`config.mk`:
```
export PLATFORM = sky130hd
export DESIGN_NAME = packet_traffic_counters_core
export DESIGN_NICKNAME = d
export VERILOG_FILES = /design/src/rtl/core/tpc_pkg.sv /design/src/rtl/core/tpc_regs.sv /design/src/rtl/core/tpc_classify.sv /design/src/rtl/core/tpc_counters.sv /design/src/rtl/core/packet_traffic_counters_core.sv
export SDC_FILE = /design/constraint.sdc
export NUM_CORES = 2
export LEC_CHECK = 0
export ABC_CLOCK_PERIOD_IN_PS = 16750
export BUFFER_PORTS_ARGS = -buffer_cell sky130_fd_sc_hd__buf_2
export CAP_MARGIN = 20
export CORE_ASPECT_RATIO = 1.2
export CORE_UTILIZATION = 54
export DETAILED_ROUTE_END_ITERATION = 7
export PLACE_DENSITY = 0.82
export SLEW_MARGIN = 20
export SYNTH_ARGS = -nofsm -noshare
export SYNTH_HDL_FRONTEND = slang
export SYNTH_SLANG_ARGS = --single-unit
export TNS_END_PERCENT = 50
```
`constraint.sdc`:
```
create_clock -name clk -period 16.75 [get_ports clk]
set_input_delay 1.675 -clock clk [delete_from_list [all_inputs] [get_ports clk]]
set_output_delay 1.675 -clock clk [all_outputs]
set_load 0.01 [all_outputs]
```
`src/rtl/core/tpc_pkg.sv`:
```
`timescale 1ns / 1ps
// Shared types and constants for the packet traffic counters.
package tpc_pkg;

	localparam int NUM_LOCAL = 4;
	localparam int ADDR_W    = 32;
	localparam int CNT_W     = 64;
	localparam int LEN_W     = 16;
	localparam int PROTO_W   = 8;
	localparam int PADDR_W   = 5;
	localparam int REG_IDX_W = 3;
	localparam int CFG_CNT_W = 3;

	localparam logic OP_PACKET = 1'b0;
	localparam logic OP_TICK   = 1'b1;

	localparam logic [PROTO_W-1:0] PROTO_TCP  = 8'd6;
	localparam logic [PROTO_W-1:0] PROTO_UDP  = 8'd17;
	localparam logic [PROTO_W-1:0] PROTO_ICMP = 8'd1;

	localparam logic [31:0] FLOOR_RESET   = 32'd102;
	localparam logic [31:0] CEILING_RESET = 32'd51200;

	typedef enum logic [REG_IDX_W-1:0] {
		REG_ADDR_COUNT = 3'd0,
		REG_LOCAL_0    = 3'd1,
		REG_LOCAL_1    = 3'd2,
		REG_LOCAL_2    = 3'd3,
		REG_LOCAL_3    = 3'd4,
		REG_FLOOR      = 3'd5,
		REG_CEILING    = 3'd6
	} reg_idx_t;

	typedef struct packed {
		logic [CFG_CNT_W-1:0]               addr_count;
		logic [NUM_LOCAL-1:0][ADDR_W-1:0]   local_addr;
		logic [31:0]                        alert_floor;
		logic [31:0]                        alert_ceiling;
	} cfg_t;

	typedef struct packed {
		logic is_in;
		logic is_out;
		logic is_tcp;
		logic is_udp;
		logic is_icmp;
	} cls_t;

	typedef struct packed {
		logic             upd;
		logic             op;
		logic [LEN_W-1:0] len;
		cls_t             cls;
	} upd_t;

	typedef struct packed {
		logic [CNT_W-1:0] octets_all;
		logic [CNT_W-1:0] octets_in;
		logic [CNT_W-1:0] octets_out;
		logic [CNT_W-1:0] octets_tcp;
		logic [CNT_W-1:0] octets_udp;
		logic [CNT_W-1:0] octets_icmp;
		logic [CNT_W-1:0] packet_total;
		logic [CNT_W-1:0] rate_bytes;
		logic             rate_valid;
		logic             low_rate_alert;
	} res_t;

endpackage

```
`src/rtl/core/tpc_regs.sv`:
```
`timescale 1ns / 1ps
// APB configuration registers: local addresses and alert window.
module tpc_regs (
	input  logic                          clk,
	input  logic                          arst_n,
	input  logic                          psel,
	input  logic                          penable,
	input  logic                          pwrite,
	input  logic [tpc_pkg::PADDR_W-1:0]   paddr,
	input  logic [31:0]                   pwdata,
	output logic [31:0]                   prdata,
	output logic                          pready,
	output tpc_pkg::cfg_t                 cfg
);

	tpc_pkg::cfg_t      cfg_q;
	tpc_pkg::reg_idx_t  idx;
	logic               wr_en;

	assign pready = 1'b1;
	assign idx    = tpc_pkg::reg_idx_t'(paddr[tpc_pkg::PADDR_W-1:2]);
	assign wr_en  = psel && penable && pwrite;
	assign cfg    = cfg_q;

	always_ff @(posedge clk or negedge arst_n) begin
		if (!arst_n) begin
			cfg_q.addr_count    <= '0;
			cfg_q.local_addr    <= '0;
			cfg_q.alert_floor   <= tpc_pkg::FLOOR_RESET;
			cfg_q.alert_ceiling <= tpc_pkg::CEILING_RESET;
		end else if (wr_en) begin
			case (idx)
				tpc_pkg::REG_ADDR_COUNT: begin
					cfg_q.addr_count <= pwdata[tpc_pkg::CFG_CNT_W-1:0];
				end
				tpc_pkg::REG_LOCAL_0: begin
					cfg_q.local_addr[0] <= pwdata;
				end
				tpc_pkg::REG_LOCAL_1: begin
					cfg_q.local_addr[1] <= pwdata;
				end
				tpc_pkg::REG_LOCAL_2: begin
					cfg_q.local_addr[2] <= pwdata;
				end
				tpc_pkg::REG_LOCAL_3: begin
					cfg_q.local_addr[3] <= pwdata;
				end
				tpc_pkg::REG_FLOOR: begin
					cfg_q.alert_floor <= pwdata;
				end
				tpc_pkg::REG_CEILING: begin
					cfg_q.alert_ceiling <= pwdata;
				end
				default: begin
				end
			endcase
		end
	end

	always_comb begin
		case (idx)
			tpc_pkg::REG_ADDR_COUNT: prdata = 32'(cfg_q.addr_count);
			tpc_pkg::REG_LOCAL_0:    prdata = cfg_q.local_addr[0];
			tpc_pkg::REG_LOCAL_1:    prdata = cfg_q.local_addr[1];
			tpc_pkg::REG_LOCAL_2:    prdata = cfg_q.local_addr[2];
			tpc_pkg::REG_LOCAL_3:    prdata = cfg_q.local_addr[3];
			tpc_pkg::REG_FLOOR:      prdata = cfg_q.alert_floor;
			tpc_pkg::REG_CEILING:    prdata = cfg_q.alert_ceiling;
			default:                 prdata = '0;
		endcase
	end

endmodule

```
`src/rtl/core/tpc_classify.sv`:
```
`timescale 1ns / 1ps
// Direction and protocol classification of one packet header.
module tpc_classify (
	input  tpc_pkg::cfg_t                  cfg,
	input  logic [tpc_pkg::ADDR_W-1:0]     src_addr,
	input  logic [tpc_pkg::ADDR_W-1:0]     dst_addr,
	input  logic [tpc_pkg::PROTO_W-1:0]    ip_protocol,
	output tpc_pkg::cls_t                  cls
);

	logic [tpc_pkg::NUM_LOCAL-1:0] used;
	logic [tpc_pkg::NUM_LOCAL-1:0] src_hit;
	logic [tpc_pkg::NUM_LOCAL-1:0] dst_hit;
	logic                          src_local;
	logic                          dst_local;

	// a count above the register count saturates naturally here
	always_comb begin
		for (int i = 0; i < tpc_pkg::NUM_LOCAL; i++) begin
			used[i]    = cfg.addr_count > tpc_pkg::CFG_CNT_W'(i);
			src_hit[i] = used[i] && (cfg.local_addr[i] == src_addr);
			dst_hit[i] = used[i] && (cfg.local_addr[i] == dst_addr);
		end
	end

	assign src_local   = |src_hit;
	assign dst_local   = |dst_hit;
	assign cls.is_out  = !dst_local && src_local;
	assign cls.is_in   = !cls.is_out;
	assign cls.is_tcp  = ip_protocol == tpc_pkg::PROTO_TCP;
	assign cls.is_udp  = ip_protocol == tpc_pkg::PROTO_UDP;
	assign cls.is_icmp = ip_protocol == tpc_pkg::PROTO_ICMP;

endmodule

```
`src/rtl/core/tpc_counters.sv`:
```
`timescale 1ns / 1ps
// Byte and packet counters, tick latch and rate window check.
module tpc_counters (
	input  logic           clk,
	input  logic           arst_n,
	input  tpc_pkg::upd_t  upd,
	input  tpc_pkg::cfg_t  cfg,
	output tpc_pkg::res_t  nxt
);

	logic [tpc_pkg::CNT_W-1:0] byte_total_q;
	logic [tpc_pkg::CNT_W-1:0] byte_in_q;
	logic [tpc_pkg::CNT_W-1:0] byte_out_q;
	logic [tpc_pkg::CNT_W-1:0] byte_tcp_q;
	logic [tpc_pkg::CNT_W-1:0] byte_udp_q;
	logic [tpc_pkg::CNT_W-1:0] byte_icmp_q;
	logic [tpc_pkg::CNT_W-1:0] pkt_count_q;
	logic [tpc_pkg::CNT_W-1:0] prior_total_q;
	logic [tpc_pkg::CNT_W-1:0] rate_hold_q;
	logic                      primed_q;
	logic                      rate_seen_q;

	logic [tpc_pkg::CNT_W-1:0] len64;
	logic [tpc_pkg::CNT_W-1:0] diff;
	logic                      is_pkt;
	logic                      is_tick;
	logic                      take_rate;

	assign len64     = tpc_pkg::CNT_W'(upd.len);
	assign is_pkt    = upd.op == tpc_pkg::OP_PACKET;
	assign is_tick   = upd.op == tpc_pkg::OP_TICK;
	assign take_rate = is_tick && primed_q;
	assign diff      = byte_total_q - prior_total_q;

	always_comb begin
		nxt.octets_all     = byte_total_q;
		nxt.octets_in      = byte_in_q;
		nxt.octets_out     = byte_out_q;
		nxt.octets_tcp     = byte_tcp_q;
		nxt.octets_udp     = byte_udp_q;
		nxt.octets_icmp    = byte_icmp_q;
		nxt.packet_total   = pkt_count_q;
		nxt.rate_bytes     = rate_hold_q;
		nxt.rate_valid     = rate_seen_q;
		nxt.low_rate_alert = 1'b0;
		if (is_pkt) begin
			nxt.octets_all   = byte_total_q + len64;
			nxt.packet_total = pkt_count_q + tpc_pkg::CNT_W'(1);
			if (upd.cls.is_in) begin
				nxt.octets_in = byte_in_q + len64;
			end
			if (upd.cls.is_out) begin
				nxt.octets_out = byte_out_q + len64;
			end
			if (upd.cls.is_tcp) begin
				nxt.octets_tcp = byte_tcp_q + len64;
			end
			if (upd.cls.is_udp) begin
				nxt.octets_udp = byte_udp_q + len64;
			end
			if (upd.cls.is_icmp) begin
				nxt.octets_icmp = byte_icmp_q + len64;
			end
		end else if (take_rate) begin
			nxt.rate_bytes     = diff;
			nxt.rate_valid     = 1'b1;
			nxt.low_rate_alert = (diff > tpc_pkg::CNT_W'(cfg.alert_floor)) &&
				(diff < tpc_pkg::CNT_W'(cfg.alert_ceiling));
		end
	end

	always_ff @(posedge clk or negedge arst_n) begin
		if (!arst_n) begin
			byte_total_q  <= '0;
			byte_in_q     <= '0;
			byte_out_q    <= '0;
			byte_tcp_q    <= '0;
			byte_udp_q    <= '0;
			byte_icmp_q   <= '0;
			pkt_count_q   <= '0;
			prior_total_q <= '0;
			rate_hold_q   <= '0;
			primed_q      <= 1'b0;
			rate_seen_q   <= 1'b0;
		end else if (upd.upd) begin
			byte_total_q <= nxt.octets_all;
			byte_in_q    <= nxt.octets_in;
			byte_out_q   <= nxt.octets_out;
			byte_tcp_q   <= nxt.octets_tcp;
			byte_udp_q   <= nxt.octets_udp;
			byte_icmp_q  <= nxt.octets_icmp;
			pkt_count_q  <= nxt.packet_total;
			rate_hold_q  <= nxt.rate_bytes;
			rate_seen_q  <= nxt.rate_valid;
			if (is_tick) begin
				primed_q      <= 1'b1;
				prior_total_q <= byte_total_q;
			end
		end
	end

`ifndef SYNTHESIS
	a_dir_sum: assert property (@(posedge clk) disable iff (!arst_n)
		byte_in_q + byte_out_q == byte_total_q)
		else $error("direction counters do not sum to total");

	a_pkt_step: assert property (@(posedge clk) disable iff (!arst_n)
		upd.upd && is_pkt |=> pkt_count_q == $past(pkt_count_q) + tpc_pkg::CNT_W'(1))
		else $error("packet count did not advance by one");

	a_tick_hold: assert property (@(posedge clk) disable iff (!arst_n)
		upd.upd && is_tick |=> byte_total_q == $past(byte_total_q) &&
			prior_total_q == byte_total_q && primed_q)
		else $error("tick changed the byte total or missed the latch");
`endif

endmodule

```
`src/rtl/core/packet_traffic_counters_core.sv`:
```
`timescale 1ns / 1ps
// Top level of the packet traffic counters: input stage, update, result stage.
//
//  channel | handshake              | word
//  --------+------------------------+-------------------------------------------
//  in      | in_valid / in_ready    | op, packet_length, src/dst_addr, ip_protocol
//  out     | out_valid / out_ready  | seven counters, rate_bytes, flags
//  cfg     | APB psel/penable/pready| seven 32-bit registers at 4*index
//
// One word per cycle sustained while the output is not stalled; each word passes
// the input register, then the counter update into the result register (output).
// Reset clears all counters, the tick latch and the rate; no clearing pass.
// A stalled output holds the result register and the input register; the input
// side keeps accepting while the input register can move on in the same cycle.
module packet_traffic_counters_core (
	input  logic                          clk,
	input  logic                          arst_n,
	input  logic                          psel,
	input  logic                          penable,
	input  logic                          pwrite,
	input  logic [tpc_pkg::PADDR_W-1:0]   paddr,
	input  logic [31:0]                   pwdata,
	output logic [31:0]                   prdata,
	output logic                          pready,
	input  logic                          in_valid,
	output logic                          in_ready,
	input  logic                          op,
	input  logic [tpc_pkg::LEN_W-1:0]     packet_length,
	input  logic [tpc_pkg::ADDR_W-1:0]    src_addr,
	input  logic [tpc_pkg::ADDR_W-1:0]    dst_addr,
	input  logic [tpc_pkg::PROTO_W-1:0]   ip_protocol,
	output logic                          out_valid,
	input  logic                          out_ready,
	output logic [tpc_pkg::CNT_W-1:0]     octets_all,
	output logic [tpc_pkg::CNT_W-1:0]     octets_in,
	output logic [tpc_pkg::CNT_W-1:0]     octets_out,
	output logic [tpc_pkg::CNT_W-1:0]     octets_tcp,
	output logic [tpc_pkg::CNT_W-1:0]     octets_udp,
	output logic [tpc_pkg::CNT_W-1:0]     octets_icmp,
	output logic [tpc_pkg::CNT_W-1:0]     packet_total,
	output logic [tpc_pkg::CNT_W-1:0]     rate_bytes,
	output logic                          rate_valid,
	output logic                          low_rate_alert
);

	tpc_pkg::cfg_t cfg;
	tpc_pkg::cls_t cls;
	tpc_pkg::upd_t upd;
	tpc_pkg::res_t nxt;
	tpc_pkg::res_t res_s2;

	logic                          valid_s1;
	logic                          op_s1;
	logic [tpc_pkg::LEN_W-1:0]     len_s1;
	logic [tpc_pkg::ADDR_W-1:0]    src_s1;
	logic [tpc_pkg::ADDR_W-1:0]    dst_s1;
	logic [tpc_pkg::PROTO_W-1:0]   proto_s1;
	logic                          valid_s2;
	logic                          adv;

	assign adv      = valid_s1 && (!valid_s2 || out_ready);
	assign in_ready = !valid_s1 || adv;

	tpc_regs u_regs (
		.clk     (clk),
		.arst_n  (arst_n),
		.psel    (psel),
		.penable (penable),
		.pwrite  (pwrite),
		.paddr   (paddr),
		.pwdata  (pwdata),
		.prdata  (prdata),
		.pready  (pready),
		.cfg     (cfg)
	);

	always_ff @(posedge clk or negedge arst_n) begin
		if (!arst_n) begin
			valid_s1 <= 1'b0;
		end else if (in_ready) begin
			valid_s1 <= in_valid;
		end
	end

	always_ff @(posedge clk) begin
		if (in_valid && in_ready) begin
			op_s1    <= op;
			len_s1   <= packet_length;
			src_s1   <= src_addr;
			dst_s1   <= dst_addr;
			proto_s1 <= ip_protocol;
		end
	end

	tpc_classify u_classify (
		.cfg         (cfg),
		.src_addr    (src_s1),
		.dst_addr    (dst_s1),
		.ip_protocol (proto_s1),
		.cls         (cls)
	);

	assign upd.upd = adv;
	assign upd.op  = op_s1;
	assign upd.len = len_s1;
	assign upd.cls = cls;

	tpc_counters u_counters (
		.clk    (clk),
		.arst_n (arst_n),
		.upd    (upd),
		.cfg    (cfg),
		.nxt    (nxt)
	);

	always_ff @(posedge clk or negedge arst_n) begin
		if (!arst_n) begin
			valid_s2 <= 1'b0;
		end else if (adv) begin
			valid_s2 <= 1'b1;
		end else if (out_ready) begin
			valid_s2 <= 1'b0;
		end
	end

	always_ff @(posedge clk) begin
		if (adv) begin
			res_s2 <= nxt;
		end
	end

	assign out_valid      = valid_s2;
	assign octets_all     = res_s2.octets_all;
	assign octets_in      = res_s2.octets_in;
	assign octets_out     = res_s2.octets_out;
	assign octets_tcp     = res_s2.octets_tcp;
	assign octets_udp     = res_s2.octets_udp;
	assign octets_icmp    = res_s2.octets_icmp;
	assign packet_total   = res_s2.packet_total;
	assign rate_bytes     = res_s2.rate_bytes;
	assign rate_valid     = res_s2.rate_valid;
	assign low_rate_alert = res_s2.low_rate_alert;

`ifndef SYNTHESIS
	a_stall_cause: assert property (@(posedge clk) disable iff (!arst_n)
		!in_ready |-> valid_s1 && valid_s2 && !out_ready)
		else $error("input stalled without a blocked result");

	a_out_source: assert property (@(posedge clk) disable iff (!arst_n)
		$rose(valid_s2) |-> $past(valid_s1))
		else $error("result raised with no word in the input stage");

	a_alert_rate: assert property (@(posedge clk) disable iff (!arst_n)
		valid_s2 && low_rate_alert |-> rate_valid)
		else $error("alert raised without a computed rate");
`endif

endmodule
```
Word level (Yosys, flattened, before mapping)
Cells that the tools add are included.

word-level totals
  register bits = 1378
  output and inout bits = 549
  word-level logic and storage cells = 110

cells by class
  add/subtract/negate cells = 8
  magnitude comparators = 6
  equality and inequality tests = 17
  muxes and demuxes = 11
  reduce and logical (&&, ||, !) cells = 33

operator list
  operator                                             number
  2-to-1 mux 448 bit                                   1
  adder 64 x 16 -> 64 bit                              6
  2-to-1 mux 64 bit                                    5
  == test 32 bit                                       8
  one-hot mux 32 bit (7 select lines)                  1
  2-to-1 mux 66 bit                                    2
  adder 64 x 1 -> 64 bit (second input constant)       1
  > comparator 64 x 32 -> 1 bit                        1
  less-than comparator 64 x 32 -> 1 bit                1
  subtractor 64 bit                                    1
  AND reduction 2 bit                                  9
  logical AND 1 bit                                    15
  == test 3 bit (second input constant)                3
  == test 8 x 1 -> 1 bit (second input constant)       1
  == test 8 x 3 -> 1 bit (second input constant)       1
  == test 8 x 5 -> 1 bit (second input constant)       1
  OR reduction 4 bit                                   2
  == test 3 x 2 -> 1 bit (second input constant)       2
  > comparator 3 x 1 -> 1 bit (second input constant)  2
  > comparator 3 x 2 -> 1 bit (second input constant)  2
  == test 3 x 1 -> 1 bit (second input constant)       1
  logical NOT 1 bit                                    3
  logical NOT 3 bit                                    1
  logical OR 1 bit                                     2
  2 further kinds                                      3

Depth between registers and ports, before layout
  word-level depth = 7
  depth in mapped cells = 23
  mapped depth without buffers = 23

Modules after synthesis
Synthesis repeated with hierarchy kept, for this count alone.

second synthesis, totals
  cells, all modules = 6570
  area total of the unflattened synthesis = 71686.3 um2

modules (own cells, without submodules)
  module                        instances  cells an instance  area an instance (um2)  seq. area each (um2)
  tpc_counters                  1          4937               41547.3                 14463.9
  packet_traffic_counters_core  1          611                18211.2                 18157.4
  tpc_regs                      1          634                8927.3                  4888.4
  tpc_classify                  1          388                3000.4                  0.0

Worst setup path before layout
Ideal clock, no wire load.

  kind = input-to-reg
  start point = input out_ready
  end point = register res_s2, in the netlist low_rate_alert, enable pin
  setup time = 1.080 ns
  arrival = 16.631 ns
  data required time = 15.670 ns
  path slack = -0.961 ns
  stages on the path = 6
  cell sequence = nand2b_1 > nand2_1 > clkinv_1 > clkbuf_1 > buf_1 > clkbuf_1

on the way
  word-level cells in the longest chain between the ends = 2

RTL lines
  item                  line                                 source
  start, declared       packet_traffic_counters_core.sv:33   input logic out_ready,
  logical OR 1 bit      packet_traffic_counters_core.sv:61   assign adv = valid_s1 && (!valid_s2 || out_ready);
  logical AND 1 bit     packet_traffic_counters_core.sv:61
  net adv               packet_traffic_counters_core.sv:59   logic adv;
  end signal, assigned  packet_traffic_counters_core.sv:128  res_s2 <= nxt;
  end, declared         packet_traffic_counters_core.sv:50   tpc_pkg::res_t res_s2;

The timed path passes the listed nets, and every way through them passes these cells.
A chain may end at the register's enable or synchronous reset.

Worst setup path in the final report
  start point = register u_counters.byte_total_q[6] (netlist name)
  end point = register res_s2, in the netlist low_rate_alert (data pin)

on the way
  word-level cells in the longest chain between the ends = 3
  elaborated cells between the ends (all ways) = 4
  those cells by class = add/sub: 1; order compare: 2; reduce/logical: 1

RTL lines
  item                                                                                    line                                    source
  start, declared                                                                         tpc_counters.sv:11                      logic [tpc_pkg::CNT_W-1:0] byte_total_q;
  start signal, assigned                                                                  tpc_counters.sv:86                      byte_total_q <= nxt.octets_all;
  subtractor 64 bit *                                                                     tpc_counters.sv:33                      assign diff = byte_total_q - prior_total_q;
  > comparator 64 x 32 -> 1 bit or less-than comparator 64 x 32 -> 1 bit (tied branches)  tpc_counters.sv:67, tpc_counters.sv:68
  logical AND 1 bit *                                                                     tpc_counters.sv:67                      nxt.low_rate_alert = (diff > tpc_pkg::CNT_W'(cfg.alert_floor)) &&

Every way passes the cells marked *; elsewhere a longest branch is shown, timed or not.

==> results by group <==
Run status
  – Run status: finished clean

Final layout
  – Area delta synth->final: 14.0%
  – Final Util: 62.2%
  – Max FFs per register: 195
  – Fin nets: 7476
  – Fillers: 10093
  – Share of layout cells above drive strength 1: 19.0%

Setup path
  – Critical Path RT: 17.35 ns
  – Critical path's most frequent cell: a21oi_1
  – Critical Path Fanout Max: 6
  – WP data arrival: 7.24 ns
  – Crit path kind: flip-flop to flip-flop
  – CP max stage cell: nor4_1
  – CP endpoint kind: flip-flop
  – CP Cell Sequence: ha_1, o21ai_0, a2111oi_2, o31ai_1, nand2_1, a21oi_1, o21ai_0, a21oi_1, xnor2_1, ha_1, a21o_1, a21o_1, a21oi_1, nor2_1, a211oi_1, o2111ai_1, a2111oi_0, nand4b_1, nor4_1, nand4b_1, nor4_2
  – CP Launch Type: flip-flop
  – CP peak stage delay: 0.61 ns
  – Setup slack, reg-to-reg: 10.11 ns

Logic synthesis
  – Area of the mapped netlist: 71200 um2
  – Synthesized flop and latch total: 1378
  – Asr flop ratio synth: 56.2%
  – Synth cell types: 106
  – Syn_area_per_cell: 11.0 um2
  – Synth Warn #: 0
  – Syn Nets: 6861
  – Ys flop type: dfrtp_1
  – Number of synthesized flops with an enable pin: 603
  – Cells after Synth: 6498
  – Sequential area share after synthesis: 52.7%

Timing
  – Worst setup margin: 10.11 ns
  – RSZ-0062 raised after global routing: false
  – Max Freq: 151 MHz
  – WHS: 0.477 ns
  – Worst slew margin: 20.5%
  – Tightest Pin Transition: 1.19 ns
  – Final hold viol count: 0
  – Final Max Tran Viols: 0
  – Final setup viols: 0
  – Setup Skew: 0.0357 ns
  – Sum Neg Setup Slack: 0 ns
  – Period utilization: 39.7%
  – Tmin final: 6.64 ns

Clocking
  – Root Driver: clkbuf_16
  – CTS tree: built
  – Resized Gates After CTS: 0
  – CTS Hold Buffers Added: 0
  – Worst-path clk slew: 0.06 ns
  – Clk Latency, worst-skew pair: 0.80 ns
  – Post-CTS Setup Bufs: 0
  – H-tree level count: 4
  – CTS Buf Count: 141
  – Max clock buf depth: 3
  – # clock sinks: 1378

Die
  – Die H: 400 um
  – Die area: 133000 um2
  – # IOs: 682
  – Initial Util: 54.6%
  – Die Wd: 333 um
  – Core Box Area: 130000 um2
  – Std cell rows: 145

Placement
  – Worst slack, placed: 10.23 ns
  – Placed wire-length estimate: 161 mm
  – Gpl congestion: 1.03
  – I/O Buffers: 678

Detailed routing
  – DRT Wirelength: 216 mm
  – Number of DRC markers in iteration 0: 4808
  – Post-route DRC: 0
  – Via count: 53333
  – 1st-pass router iterations: 6
  – Final ANT Viol Nets: 0
  – DR WL/cell: 24.2 um
  – Via/cell ratio: 5.97

Global routing
  – Initial antenna violation count: 18
  – Pin count of the biggest net entering global routing: 102
  – Gr ovfl total: 0
  – Global-route wire length before repair: 321 mm
  – Vias in the first global route: 52564
  – GRT Util Overall: 32.0%

Power
  – Peak supply drop: 0.133 mV
  – Leakage power: 36.5 nW
  – P per Cell Area: 141 nW/um2

Job
  – Max cap viols: 0

Worst hold path
  – Tightest Hold Check Type: flip-flop to flip-flop
## where the power goes
group	switching [mW]	internal (mW)
logic	2.19	1.40
registers	0.412	4.08
clock network	1.41	1.95
## kinds of logic after synthesis
kind of cell,after synthesis,synth area share (%)
AO/OA/AOI/OAI,803,7.14
XOR/XNOR,1082,13.3
adder cells (fa/ha/maj),230,4.12
buffers and inverters,487,2.68
flip-flops,1378,52.7
multiplexers,340,5.37
other,1,0.00527
AND/OR/NAND/NOR,2177,14.7
## layout make-up
| class | count | area (um2) | share of cell area [%] |
|---|---|---|---|
| diodes | 7 | 17.5 | 0.0216 |
| clock buffers | 192 | 4020 | 4.95 |
| clock inverters | 71 | 967 | 1.19 |
| inverters | 231 | 875 | 1.08 |
| multi-input cells | 4633 | 31900 | 39.3 |
| flip-flops and latches | 1378 | 37500 | 46.2 |
| well taps | 1690 | 2110 | 2.61 |
| repair buffers | 728 | 3780 | 4.66 |
## synth_stat cells (13+ instances only)
library cell | number | area share [%]
clkbuf_1 | 197 | 1.0
inv_1 | 226 | 1.2
a21o_1 | 72 | 0.76
o31ai_1 | 19 | 0.20
edfxtp_1 | 603 | 25
a31oi_1 | 15 | 0.13
a2111oi_0 | 15 | 0.18
nand4_1 | 170 | 1.5
nand2_1 | 777 | 4.1
or4_1 | 14 | 0.15
nand3_1 | 249 | 1.8
o21ai_0 | 273 | 1.9
nor3_1 | 149 | 1.0
dfrtp_1 | 768 | 27
mux2_2 | 336 | 5.3
a211oi_1 | 13 | 0.14
or3_1 | 31 | 0.27
nand2b_1 | 34 | 0.30
xnor2_1 | 509 | 6.3
and2_1 | 45 | 0.40
or2_2 | 18 | 0.16
nor2b_1 | 25 | 0.22
nor4_1 | 85 | 0.75
xor2_1 | 573 | 7.0
and3_1 | 97 | 0.85
o21bai_1 | 22 | 0.23
nor2_1 | 396 | 2.1
buf_2 | 17 | 0.12
and4_1 | 34 | 0.42
a221oi_1 | 16 | 0.20
a22oi_1 | 65 | 0.69
a21oi_1 | 170 | 1.2
ha_1 | 223 | 3.9
o211ai_1 | 16 | 0.17
o21a_1 | 22 | 0.23
buf_1 | 30 | 0.16
## metal layers
| metal | vias up | routed length, um | global-route usage [%] |
|---|---|---|---|
| met1 | 26314 | 84000 | 39.7 |
| met2 | 2304 | 100000 | 50.8 |
| met4 | 14 | 15200 | 20.3 |
| met5 | - | 96 | 0 |
| li1 | 24116 | - | - |
| met3 | 585 | 16800 | 7.03 |
## final timing paths
path | startpoint | to | depth (start not counted)
min in group asynchronous | arst_n | u_counters.byte_total_q[62] | 1
hold / removal | u_counters.rate_seen_q | u_counters.rate_seen_q | 1
setup / recovery | u_counters.byte_total_q[6] | low_rate_alert | 21
hold reg to reg | u_counters.rate_seen_q | u_counters.rate_seen_q | 1
setup reg to reg | u_counters.byte_total_q[6] | low_rate_alert | 21
max in group asynchronous | arst_n | u_counters.byte_in_q[56] | 4
## layout by cell type (no fill, tap or decap), drive strengths merged, types with 10 or more instances in the layout
cell type  synthesis  routed
nand2            778     778
dfrtp            768     768
buf               53     728
edfxtp           603     603
xor2             573     573
xnor2            509     509
nor2             397     397
mux2             336     336
o21ai            282     282
nand3            253     253
inv              227     240
ha               223     223
clkbuf           203     192
nand4            172     172
a21oi            170     170
nor3             152     152
and3              99      99
nor4              89      89
a21o              74      74
a22oi             65      65
and2              45      45
clkinv             4      43
nand2b            35      35
and4              34      34
or3               33      33
nor2b             25      25
o21bai            22      22
o21a              22      22
o31ai             20      20
or2               20      20
a221oi            17      17
a2111oi           17      17
o211ai            16      16
a31oi             15      15
bufinv             0      15
a211oi            15      15
or4               14      14
a22o              10      10
o221ai            10      10
## critical path, delay by kind of cell (launching register included)
| family | cells | cell delay, ns |
|---|---|---|
| AO/OA/AOI/OAI | 12 | 3.22 |
| AND/OR/NAND/NOR | 6 | 1.35 |
| adder cells (fa/ha/maj) | 2 | 0.82 |
| XOR/XNOR | 1 | 0.59 |
| flip-flops | 1 | 0.47 |
## metrics by stage
| step | total power [mW] | instance area (um2) | std cells |
|---|---|---|---|
| after floorplan | 6.77 | 71200 | 6498 |
| after global placement | 7.93 | 76100 | 8660 |
| after detailed placement | 8.05 | 76100 | 8660 |
| after CTS | 11.4 | 81100 | 8923 |
| after global routing | 12.0 | 81200 | 8929 |
| final | 11.4 | 81200 | 8930 |
No activity file was read; power rests on OpenSTA's default activity.
